## src/dcrc_pkg.sv

```systemverilog
package dcrc_pkg;

  localparam logic [15:0] CrcPoly = 16'h8005;
  localparam logic [15:0] CrcInit = 16'h0000;

  localparam int InDataW  = 24;  // data_byte + expected_crc
  localparam int OutDataW = 40;  // crc_plain + crc_reflected + crc_hit, byte padded

  typedef struct packed {
    logic [15:0] expected_crc;
    logic        last_byte;
    logic [7:0]  data_byte;
  } dcrc_item_t;

  // One byte through the MSB-first shift register, unrolled.
  function automatic logic [15:0] crc_byte(input logic [15:0] rem, input logic [7:0] b);
    logic [15:0] r;
    logic        fb;
    r = rem;
    for (int i = 0; i < 8; i++) begin
      fb = r[15] ^ b[7-i];
      r  = {r[14:0], 1'b0} ^ (fb ? CrcPoly : 16'h0000);
    end
    return r;
  endfunction

  function automatic logic [7:0] mirror8(input logic [7:0] v);
    logic [7:0] r;
    for (int i = 0; i < 8; i++) begin
      r[i] = v[7-i];
    end
    return r;
  endfunction

  function automatic logic [15:0] mirror16(input logic [15:0] v);
    logic [15:0] r;
    for (int i = 0; i < 16; i++) begin
      r[i] = v[15-i];
    end
    return r;
  endfunction

endpackage

```

## src/dual_order_crc16_check.sv

```systemverilog
// Channel   Dir  Signals                      Payload
// s_axis    in   tvalid tready tdata tlast    tdata: data_byte, expected_crc; tlast: last_byte
// m_axis    out  tvalid tready tdata          tdata: crc_plain, crc_reflected, crc_hit
//
// One byte per cycle sustained while no result is stalled.
// Input register feeds the unrolled byte-wide CRC update and the result register.
// rst_ni is asynchronous, active low; both CRC registers clear to zero.
// A last byte waits in the input register while a result is stalled; other bytes
// keep flowing.
module dual_order_crc16_check (
  input  logic                             clk_i,
  input  logic                             rst_ni,
  input  logic                             s_axis_tvalid,
  output logic                             s_axis_tready,
  // [7:0] data_byte, [23:8] expected_crc
  input  logic [dcrc_pkg::InDataW-1:0]     s_axis_tdata,
  input  logic                             s_axis_tlast,   // last_byte
  output logic                             m_axis_tvalid,
  input  logic                             m_axis_tready,
  // [15:0] crc_plain, [31:16] crc_reflected, [32] crc_hit, [39:33] zero
  output logic [dcrc_pkg::OutDataW-1:0]    m_axis_tdata
);
  import dcrc_pkg::*;

  logic       item_valid;
  logic       item_ready;
  dcrc_item_t item;

  dcrc_in_stage u_in (
    .clk_i        (clk_i),
    .rst_ni       (rst_ni),
    .s_axis_tvalid(s_axis_tvalid),
    .s_axis_tready(s_axis_tready),
    .s_axis_tdata (s_axis_tdata),
    .s_axis_tlast (s_axis_tlast),
    .item_valid_o (item_valid),
    .item_o       (item),
    .item_ready_i (item_ready)
  );

  dcrc_core u_core (
    .clk_i        (clk_i),
    .rst_ni       (rst_ni),
    .item_valid_i (item_valid),
    .item_i       (item),
    .item_ready_o (item_ready),
    .m_axis_tvalid(m_axis_tvalid),
    .m_axis_tready(m_axis_tready),
    .m_axis_tdata (m_axis_tdata)
  );

endmodule

```

## src/dcrc_in_stage.sv

```systemverilog
module dcrc_in_stage (
  input  logic                             clk_i,
  input  logic                             rst_ni,
  input  logic                             s_axis_tvalid,
  output logic                             s_axis_tready,
  input  logic [dcrc_pkg::InDataW-1:0]     s_axis_tdata,
  input  logic                             s_axis_tlast,
  output logic                             item_valid_o,
  output dcrc_pkg::dcrc_item_t             item_o,
  input  logic                             item_ready_i
);
  import dcrc_pkg::*;

  logic       valid_q;
  dcrc_item_t item_q;

  // Register refills in the same cycle the core drains it.
  assign s_axis_tready = !valid_q || item_ready_i;

  always_ff @(posedge clk_i or negedge rst_ni) begin
    if (!rst_ni) begin
      valid_q <= 1'b0;
    end else if (s_axis_tready) begin
      valid_q <= s_axis_tvalid;
    end
  end

  always_ff @(posedge clk_i) begin
    if (s_axis_tvalid && s_axis_tready) begin
      item_q.data_byte    <= s_axis_tdata[7:0];
      item_q.expected_crc <= s_axis_tdata[23:8];
      item_q.last_byte    <= s_axis_tlast;
    end
  end

  assign item_valid_o = valid_q;
  assign item_o       = item_q;

endmodule

```

## src/dcrc_core.sv

```systemverilog
module dcrc_core (
  input  logic                             clk_i,
  input  logic                             rst_ni,
  input  logic                             item_valid_i,
  input  dcrc_pkg::dcrc_item_t             item_i,
  output logic                             item_ready_o,
  output logic                             m_axis_tvalid,
  input  logic                             m_axis_tready,
  output logic [dcrc_pkg::OutDataW-1:0]    m_axis_tdata
);
  import dcrc_pkg::*;

  logic [15:0] plain_q, plain_d;
  logic [15:0] refl_q, refl_d;
  logic [15:0] refl_out;
  logic        match;
  logic        adv;
  logic        out_valid_q;
  logic [15:0] out_plain_q;
  logic [15:0] out_refl_q;
  logic        out_match_q;

  // Only a last byte needs room in the result register.
  assign item_ready_o = !item_i.last_byte || !out_valid_q || m_axis_tready;
  assign adv          = item_valid_i && item_ready_o;

  assign plain_d  = crc_byte(plain_q, item_i.data_byte);
  assign refl_d   = crc_byte(refl_q, mirror8(item_i.data_byte));
  assign refl_out = mirror16(refl_d);
  assign match    = (plain_d == item_i.expected_crc) || (refl_out == item_i.expected_crc);

  always_ff @(posedge clk_i or negedge rst_ni) begin
    if (!rst_ni) begin
      plain_q     <= CrcInit;
      refl_q      <= CrcInit;
      out_valid_q <= 1'b0;
    end else begin
      if (adv) begin
        if (item_i.last_byte) begin
          plain_q <= CrcInit;
          refl_q  <= CrcInit;
        end else begin
          plain_q <= plain_d;
          refl_q  <= refl_d;
        end
      end
      if (adv && item_i.last_byte) begin
        out_valid_q <= 1'b1;
      end else if (m_axis_tready) begin
        out_valid_q <= 1'b0;
      end
    end
  end

  always_ff @(posedge clk_i) begin
    if (adv && item_i.last_byte) begin
      out_plain_q <= plain_d;
      out_refl_q  <= refl_out;
      out_match_q <= match;
    end
  end

  assign m_axis_tvalid = out_valid_q;
  assign m_axis_tdata  = {7'b0000000, out_match_q, out_refl_q, out_plain_q};

endmodule

```

## config.mk

```make
export PLATFORM = sky130hd
export DESIGN_NAME = dual_order_crc16_check
export DESIGN_NICKNAME = d
export VERILOG_FILES = /design/src/dcrc_pkg.sv /design/src/dual_order_crc16_check.sv /design/src/dcrc_in_stage.sv /design/src/dcrc_core.sv
export SDC_FILE = /design/constraint.sdc
export NUM_CORES = 1
export LEC_CHECK = 0
export BUFFER_PORTS_ARGS = -buffer_cell sky130_fd_sc_hd__buf_2
export CAP_MARGIN = 30
export CELL_PAD_IN_SITES_DETAIL_PLACEMENT = 1
export CELL_PAD_IN_SITES_GLOBAL_PLACEMENT = 1
export CORE_MARGIN = 3
export CORE_UTILIZATION = 30
export CTS_CLUSTER_SIZE = 40
export DETAILED_ROUTE_END_ITERATION = 8
export PLACE_DENSITY = 0.6
export SYNTH_ARGS = -nofsm -noshare
export SYNTH_HDL_FRONTEND = slang
export SYNTH_SLANG_ARGS = --single-unit
```

## constraint.sdc

```tcl
create_clock -name clk_i -period 5.48 [get_ports clk_i]
set_clock_uncertainty 0.05 [all_clocks]
set_input_delay 1.096 -clock clk_i [delete_from_list [all_inputs] [get_ports clk_i]]
set_output_delay 1.096 -clock clk_i [all_outputs]
set_load 0.05 [all_outputs]
```

Word-level counts from Yosys, hierarchy flattened
Index checks and enable logic that the tools add are counted.
{"block": "classes", "n_eq_ne": 2, "mux": 20, "bitwise": 32, "n_reduce_logical": 11}
{"operator": "16-bit two-way mux", "count": 18}
{"operator": "16-bit bitwise XOR", "count": 16}
{"operator": "16-bit equality test", "count": 2}
{"operator": "1-bit bitwise XOR", "count": 16}
{"operator": "1-bit logical OR", "count": 4}
{"operator": "1-bit logical AND", "count": 3}
{"operator": "1-bit zero test", "count": 3}
{"operator": "1-bit two-way mux", "count": 2}
{"operator": "2-bit nonzero test", "count": 1}
{"block": "word_totals", "register_bits": 92, "in_bits": 29, "out_inout_bits": 42, "elab_cells": 75}

Longest topological paths before layout
{"block": "depth", "depth_word": 26, "ltp_mapped": 8, "ltp_nobuf": 8}

Cells and area by module
From an unflattened synthesis, not the netlist that was laid out.
{"block": "unflattened", "hier_cells": 274, "area_unflattened_um2": 4101.4}
{"mod": "dcrc_core", "instances": 1, "cells_each": 245, "area_per_inst_um2": 3296.9, "seq_area_each_um2": 1816.7}
{"mod": "dcrc_in_stage", "instances": 1, "cells_each": 29, "area_per_inst_um2": 804.5, "seq_area_each_um2": 775.7}

Worst setup path after synthesis
Ideal clock, no wire load.
{"block": "synth_timing", "path_kind": "input to register", "start": "input m_axis_tready", "end": "register u_core.out_match_q (enable)", "setup_ns": 0.424, "arrival_time_ns": 2.758, "required_time_ns": 5.006, "setup_slack_ns": 2.248, "stages": 4, "n_path_buf": 0, "cell_sequence": "nor2b_1 > nand2_1 > nand2_1 > nor2_1"}
{"block": "synth_via", "elab_chain_len": 3}
{"item": "from (decl)", "line_no": "dual_order_crc16_check.sv:19", "text": "input logic m_axis_tready,"}
{"item": "1-bit logical OR", "line_no": "dcrc_core.sv:24", "text": "assign item_ready_o = !item_i.last_byte || !out_valid_q || m_axis_tready;"}
{"item": "1-bit logical AND", "line_no": "dcrc_core.sv:25", "text": "assign adv = item_valid_i && item_ready_o;"}
{"item": "1-bit logical AND", "line_no": "dcrc_core.sv:56", "text": "if (adv && item_i.last_byte) begin"}
{"item": "to (signal assigned)", "line_no": "dcrc_core.sv:59", "text": "out_match_q <= match;"}
{"item": "to (decl)", "line_no": "dcrc_core.sv:21", "text": "logic out_match_q;"}
Every way passes these cells.
A chain may end at the register's enable or synchronous reset.

Final worst setup path
{"block": "layout_timing", "start": "register u_in.item_q, in the netlist u_in.item_o[1]", "end": "register u_core.out_match_q, data pin"}
{"block": "layout_via", "word_cells_on_any_way": 30, "cone_classes": "eq/ne: 2; mux: 9; bitwise: 18; reduce/logical: 1"}
{"item": "from (decl)", "line_no": "dcrc_in_stage.sv:15", "text": "dcrc_item_t item_q;"}
{"item": "1-bit bitwise XOR", "line_no": "dcrc_pkg.sv:21", "text": "fb = r[15] ^ b[7-i];"}
{"item": "16-bit two-way mux", "line_no": "dcrc_pkg.sv:22", "text": "r = {r[14:0], 1'b0} ^ (fb ? CrcPoly : 16'h0000);"}
{"item": "16-bit bitwise XOR", "line_no": "dcrc_pkg.sv:22"}
{"item": "1-bit bitwise XOR", "line_no": "dcrc_pkg.sv:21"}
{"item": "16-bit two-way mux", "line_no": "dcrc_pkg.sv:22"}
{"item": "16-bit bitwise XOR", "line_no": "dcrc_pkg.sv:22"}
{"item": "named net u_core.plain_d[2]", "line_no": "dcrc_core.sv:13", "text": "logic [15:0] plain_q, plain_d;"}
{"item": "16-bit equality test", "line_no": "dcrc_core.sv:30", "text": "assign match = (plain_d == item_i.expected_crc) || (refl_out == item_i.expected_crc);"}
{"item": "1-bit logical OR", "line_no": "dcrc_core.sv:30"}
{"item": "named net u_core.match", "line_no": "dcrc_core.sv:16", "text": "logic match;"}
The timed path passes the listed nets, and every way through them passes these cells.

==> metrics.txt <==
# TYPE chip_impl_metric gauge
chip_impl_metric{name="report.final.slew_viol_count",unit=""} 0
chip_impl_metric{name="yosysSeqAreaShare",unit="%"} 60.9
chip_impl_info{name="yosysTopAreaCell",value="sky130_fd_sc_hd__edfxtp_1"} 1
chip_impl_metric{name="grt_first_pass_wirelength",unit="microns"} 16400
chip_impl_metric{name="stdcell_area",unit="sq um"} 5070
chip_impl_metric{name="grt-ovfl-total",unit=""} 0
chip_impl_metric{name="numPortBuffers",unit=""} 63
chip_impl_info{name="critical_path.startpoint_type",value="register"} 1
chip_impl_metric{name="ir_worst_vdd",unit="uV"} 168
chip_impl_info{name="yosys.cell_count.top_type",value="sky130_fd_sc_hd__edfxtp_1"} 1
chip_impl_metric{name="vias",unit=""} 2582
chip_impl_metric{name="timing.max_cap.violations",unit=""} 0
chip_impl_info{name="top_cells_by_area_in_the_synthesized_netlist",value="sky130_fd_sc_hd__edfxtp_1 (41%), sky130_fd_sc_hd__dfrtp_1 (20%), sky130_fd_sc_hd__xnor2_1 (7.0%)"} 1
chip_impl_metric{name="static-leakage-power",unit="nW"} 2.07
chip_impl_info{name="setup_repair_after_global_routing_missed_its_margin",value="no"} 1
chip_impl_metric{name="die_area",unit="sq um"} 15700
chip_impl_info{name="crit-reg2reg-capture",value="u_core.out_match_q"} 1
chip_impl_metric{name="drt_iter0_drc",unit=""} 137
chip_impl_metric{name="h-tree-depth",unit=""} 3
chip_impl_metric{name="postSynth.asyncResetShare",unit="%"} 37.0
chip_impl_metric{name="timing.slew.headroom",unit="%"} 41.4
chip_impl_info{name="timing_worst_setup_path_type",value="register to register"} 1
chip_impl_metric{name="hold_depth",unit=""} 2
chip_impl_metric{name="post-route-drc-count",unit=""} 0
chip_impl_metric{name="finalHoldViolCount",unit=""} 0
chip_impl_metric{name="worst-r2r-setup-slack",unit="ps"} 2480
chip_impl_metric{name="global_route.usage.total",unit="%"} 13.7
chip_impl_metric{name="place.detailed.hpwl",unit="microns"} 7500
chip_impl_metric{name="dpl_cell_area",unit="sq um"} 4780
chip_impl_metric{name="clk_pin_slew",unit="ps"} 60
chip_impl_metric{name="reg2reg_depth",unit=""} 7
chip_impl_metric{name="antenna_found_initial",unit=""} 0
chip_impl_metric{name="clock_insertion_delay_worst_skew",unit="ps"} 340
chip_impl_metric{name="p_total",unit="mW"} 3.07
chip_impl_metric{name="synthesis.area",unit="sq um"} 4260
chip_impl_metric{name="die_width",unit="microns"} 125
chip_impl_metric{name="num_io_pins",unit=""} 71
chip_impl_metric{name="cp_slowest_stage_delay",unit="ps"} 570
chip_impl_metric{name="std_cell_rows",unit=""} 42
chip_impl_info{name="synth_flop_cell",value="sky130_fd_sc_hd__edfxtp_1"} 1
chip_impl_metric{name="sequential_cell_area",unit="sq um"} 2590
chip_impl_info{name="synth.top_cells.by_count",value="sky130_fd_sc_hd__edfxtp_1 (58), sky130_fd_sc_hd__dfrtp_1 (34), sky130_fd_sc_hd__xnor2_1 (34)"} 1
chip_impl_metric{name="multiInputGateArea",unit="sq um"} 1590
chip_impl_metric{name="final_core_util",unit="%"} 37.4
chip_impl_metric{name="report.final.setup_viol",unit=""} 0
chip_impl_metric{name="yosys.area.top_type_share",unit="%"} 40.9
chip_impl_metric{name="detail_route.wirelength",unit="microns"} 10600
chip_impl_metric{name="cp.arrival",unit="ps"} 3100
chip_impl_metric{name="worst-path-buf-inv",unit=""} 0
chip_impl_metric{name="postSynthAreaPerCell",unit="sq um"} 14.2
chip_impl_info{name="rr_startpoint",value="u_in.item_o[1]"} 1
chip_impl_info{name="slowest_stage",value="sky130_fd_sc_hd__or4_1"} 1
chip_impl_info{name="min-delay-path-class",value="register to register"} 1
chip_impl_info{name="status",value="finished clean"} 1
chip_impl_metric{name="max_freq",unit="GHz"} 0.333
chip_impl_metric{name="setup_total_negative_slack",unit="ps"} 0
chip_impl_info{name="crit_path_cell_trace",value="xnor2_4 -> xnor2_2 -> mux2_1 -> or4_1 -> a2111oi_2 -> o211ai_1 -> o41ai_1"} 1
chip_impl_metric{name="synth.ff_latch_count",unit=""} 92
chip_impl_info{name="timing.critical_path.max_delay_family",value="XOR/XNOR gates"} 1
chip_impl_metric{name="cts.sink_count",unit=""} 92
chip_impl_info{name="clock_tree_from_tritoncts",value="done"} 1
chip_impl_metric{name="min_period",unit="ps"} 3000
chip_impl_metric{name="n_fill_cell",unit=""} 1462
chip_impl_info{name="setup.worst_path.end_class",value="register"} 1
chip_impl_metric{name="synth_edf_count",unit=""} 58
chip_impl_metric{name="crit_required",unit="ps"} 5570
chip_impl_metric{name="final_layout_size_suffix_gt1_share",unit="%"} 25.5
chip_impl_metric{name="grt_pass1_vias",unit=""} 2806
chip_impl_metric{name="gpl.final_weighted_congestion",unit=""} 0.785
chip_impl_metric{name="cts-buffers-inserted",unit=""} 9
chip_impl_metric{name="path_max_fanout",unit=""} 9
chip_impl_metric{name="routed_via_density",unit=""} 4.71
chip_impl_metric{name="ys_warn_count",unit=""} 0
chip_impl_metric{name="routedWlPerCell",unit="microns"} 19.3
chip_impl_metric{name="floorplan.initialDensity",unit="%"} 31.4
chip_impl_metric{name="holdBufCountCts",unit=""} 0
chip_impl_metric{name="syn_inst",unit=""} 301
chip_impl_info{name="hold_path.startpoint",value="u_core.plain_q[13]"} 1
chip_impl_metric{name="power.density_cell_area",unit="nW/um^2"} 606
chip_impl_metric{name="dr.pass1.iters",unit=""} 4
chip_impl_metric{name="antennaDiodeCount",unit=""} 0
chip_impl_metric{name="postCtsSetupRepairBufs",unit=""} 0
chip_impl_metric{name="cts.path.max_buffers",unit=""} 2
chip_impl_metric{name="ctsResizeCount",unit=""} 0
chip_impl_metric{name="design.final.nets",unit=""} 397
chip_impl_info{name="root_buffer",value="sky130_fd_sc_hd__clkbuf_16"} 1
chip_impl_info{name="min_delay_worst_endpoint",value="u_core.plain_q[13]"} 1
chip_impl_metric{name="postRouteAntennaNets",unit=""} 0
chip_impl_metric{name="final.period_utilization",unit="%"} 54.8
chip_impl_metric{name="synthDistinctLibCells",unit=""} 45
chip_impl_metric{name="grt_start_max_net_pins",unit=""} 35
chip_impl_metric{name="coreArea",unit="sq um"} 13600
chip_impl_metric{name="layout-area-overhead-vs-synth",unit="%"} 18.9
chip_impl_metric{name="chipHeight",unit="microns"} 125
chip_impl_metric{name="worstMarginPinSlew",unit="ps"} 873
-- worst max path at each step --
stage | startpoint | endpoint | depth (start not counted)
final | u_in.item_o[1] | u_core.out_match_q | 7
after global routing | u_in.item_o[1] | u_core.out_match_q | 7
after CTS | u_in.item_o[1] | u_core.out_match_q | 7
after detailed placement | u_in.item_o[1] | u_core.out_match_q | 7
after global placement | m_axis_tready | u_core.out_refl_q[15] | 6
after floorplan | m_axis_tready | u_core.out_match_q | 4
-- flip-flops by register name, indices dropped and copies added (netlist names) --
| signal | count |
|---|---|
| u_core.out_plain_q | 16 |
| u_core.out_match_q | 1 |
| u_core.plain_q | 16 |
| u_core.m_axis_tvalid | 1 |
| u_in.item_valid_o | 1 |
| u_core.refl_q | 16 |
| u_core.out_refl_q | 16 |
| u_in.item_o | 25 |
-- report_power, final --
| group | internal [mW] | switching (mW) | total [mW] |
|---|---|---|---|
| logic | 0.526 | 0.854 | 1.38 |
| registers | 0.955 | 0.126 | 1.08 |
| clock network | 0.352 | 0.255 | 0.607 |
| total | 1.83 | 1.23 | 3.07 |
-- cells in the final DEF (no fill, tap or decap), drive strengths merged, types with 3 or more instances in the layout --
cell / netlist / final
buf: 8 / 67
edfxtp: 58 / 58
xnor2: 43 / 43
dfrtp: 34 / 34
xor2: 31 / 31
nand2: 24 / 24
a22o: 22 / 22
nand3: 14 / 14
clkbuf: 9 / 11
conb: 1 / 7
inv: 5 / 6
a21oi: 4 / 4
nor3: 4 / 4
nor2: 4 / 4
nor2b: 3 / 3
xnor3: 3 / 3
o21ai: 3 / 3
-- logic make-up after synthesis --
kind of cell    after synthesis  share of synthesized area (%)
flops                        92                           60.9
compound gates               39                           7.43
mux                           3                          0.734
simple gates                 66                           7.78
other cells                   1                         0.0880
xor+xnor                     78                           20.5
buf+inv                      22                           2.64
-- layer usage --
metal | share of wire (%) | routed length (microns) | vias up | GRT usage (%)
met4 | 1.5 | 161 | 0 | 5.17
met2 | 49 | 5160 | 65 | 22.6
li1 | - | - | 1195 | -
met5 | 0 | 0 | - | 0
met1 | 45 | 4800 | 1312 | 17.9
met3 | 4.3 | 458 | 10 | 2.73
-- metrics by stage --
step / hold slack (ps) / cells / setup slack, ps
3_3_place_gp: 420 / 532 / 2530
6_report: 445 / 548 / 2480
2_1_floorplan: 408 / 307 / 2250
5_1_grt: 477 / 548 / 2330
3_5_place_dp: 433 / 533 / 2500
4_1_cts: 446 / 548 / 2470
-- worst register-to-register path: cells and delay by family (launching register included) --
| family | cells | cell delay, ps |
|---|---|---|
| AO/OA/AOI/OAI | 3 | 600 |
| XOR/XNOR | 2 | 680 |
| AND/OR/NAND/NOR | 1 | 570 |
| flip-flops | 1 | 530 |
| multiplexers | 1 | 380 |
-- final cells by class --
class                      count  area share (%)
multi-input combinational    193            31.3
inverter                       5           0.370
sequential                    92            51.2
tap                          176            4.35
clock buffer                  11            4.59
timing repair buffer          67            7.21
clock inverter                 4            1.01
(Power assumes the default switching activity.)
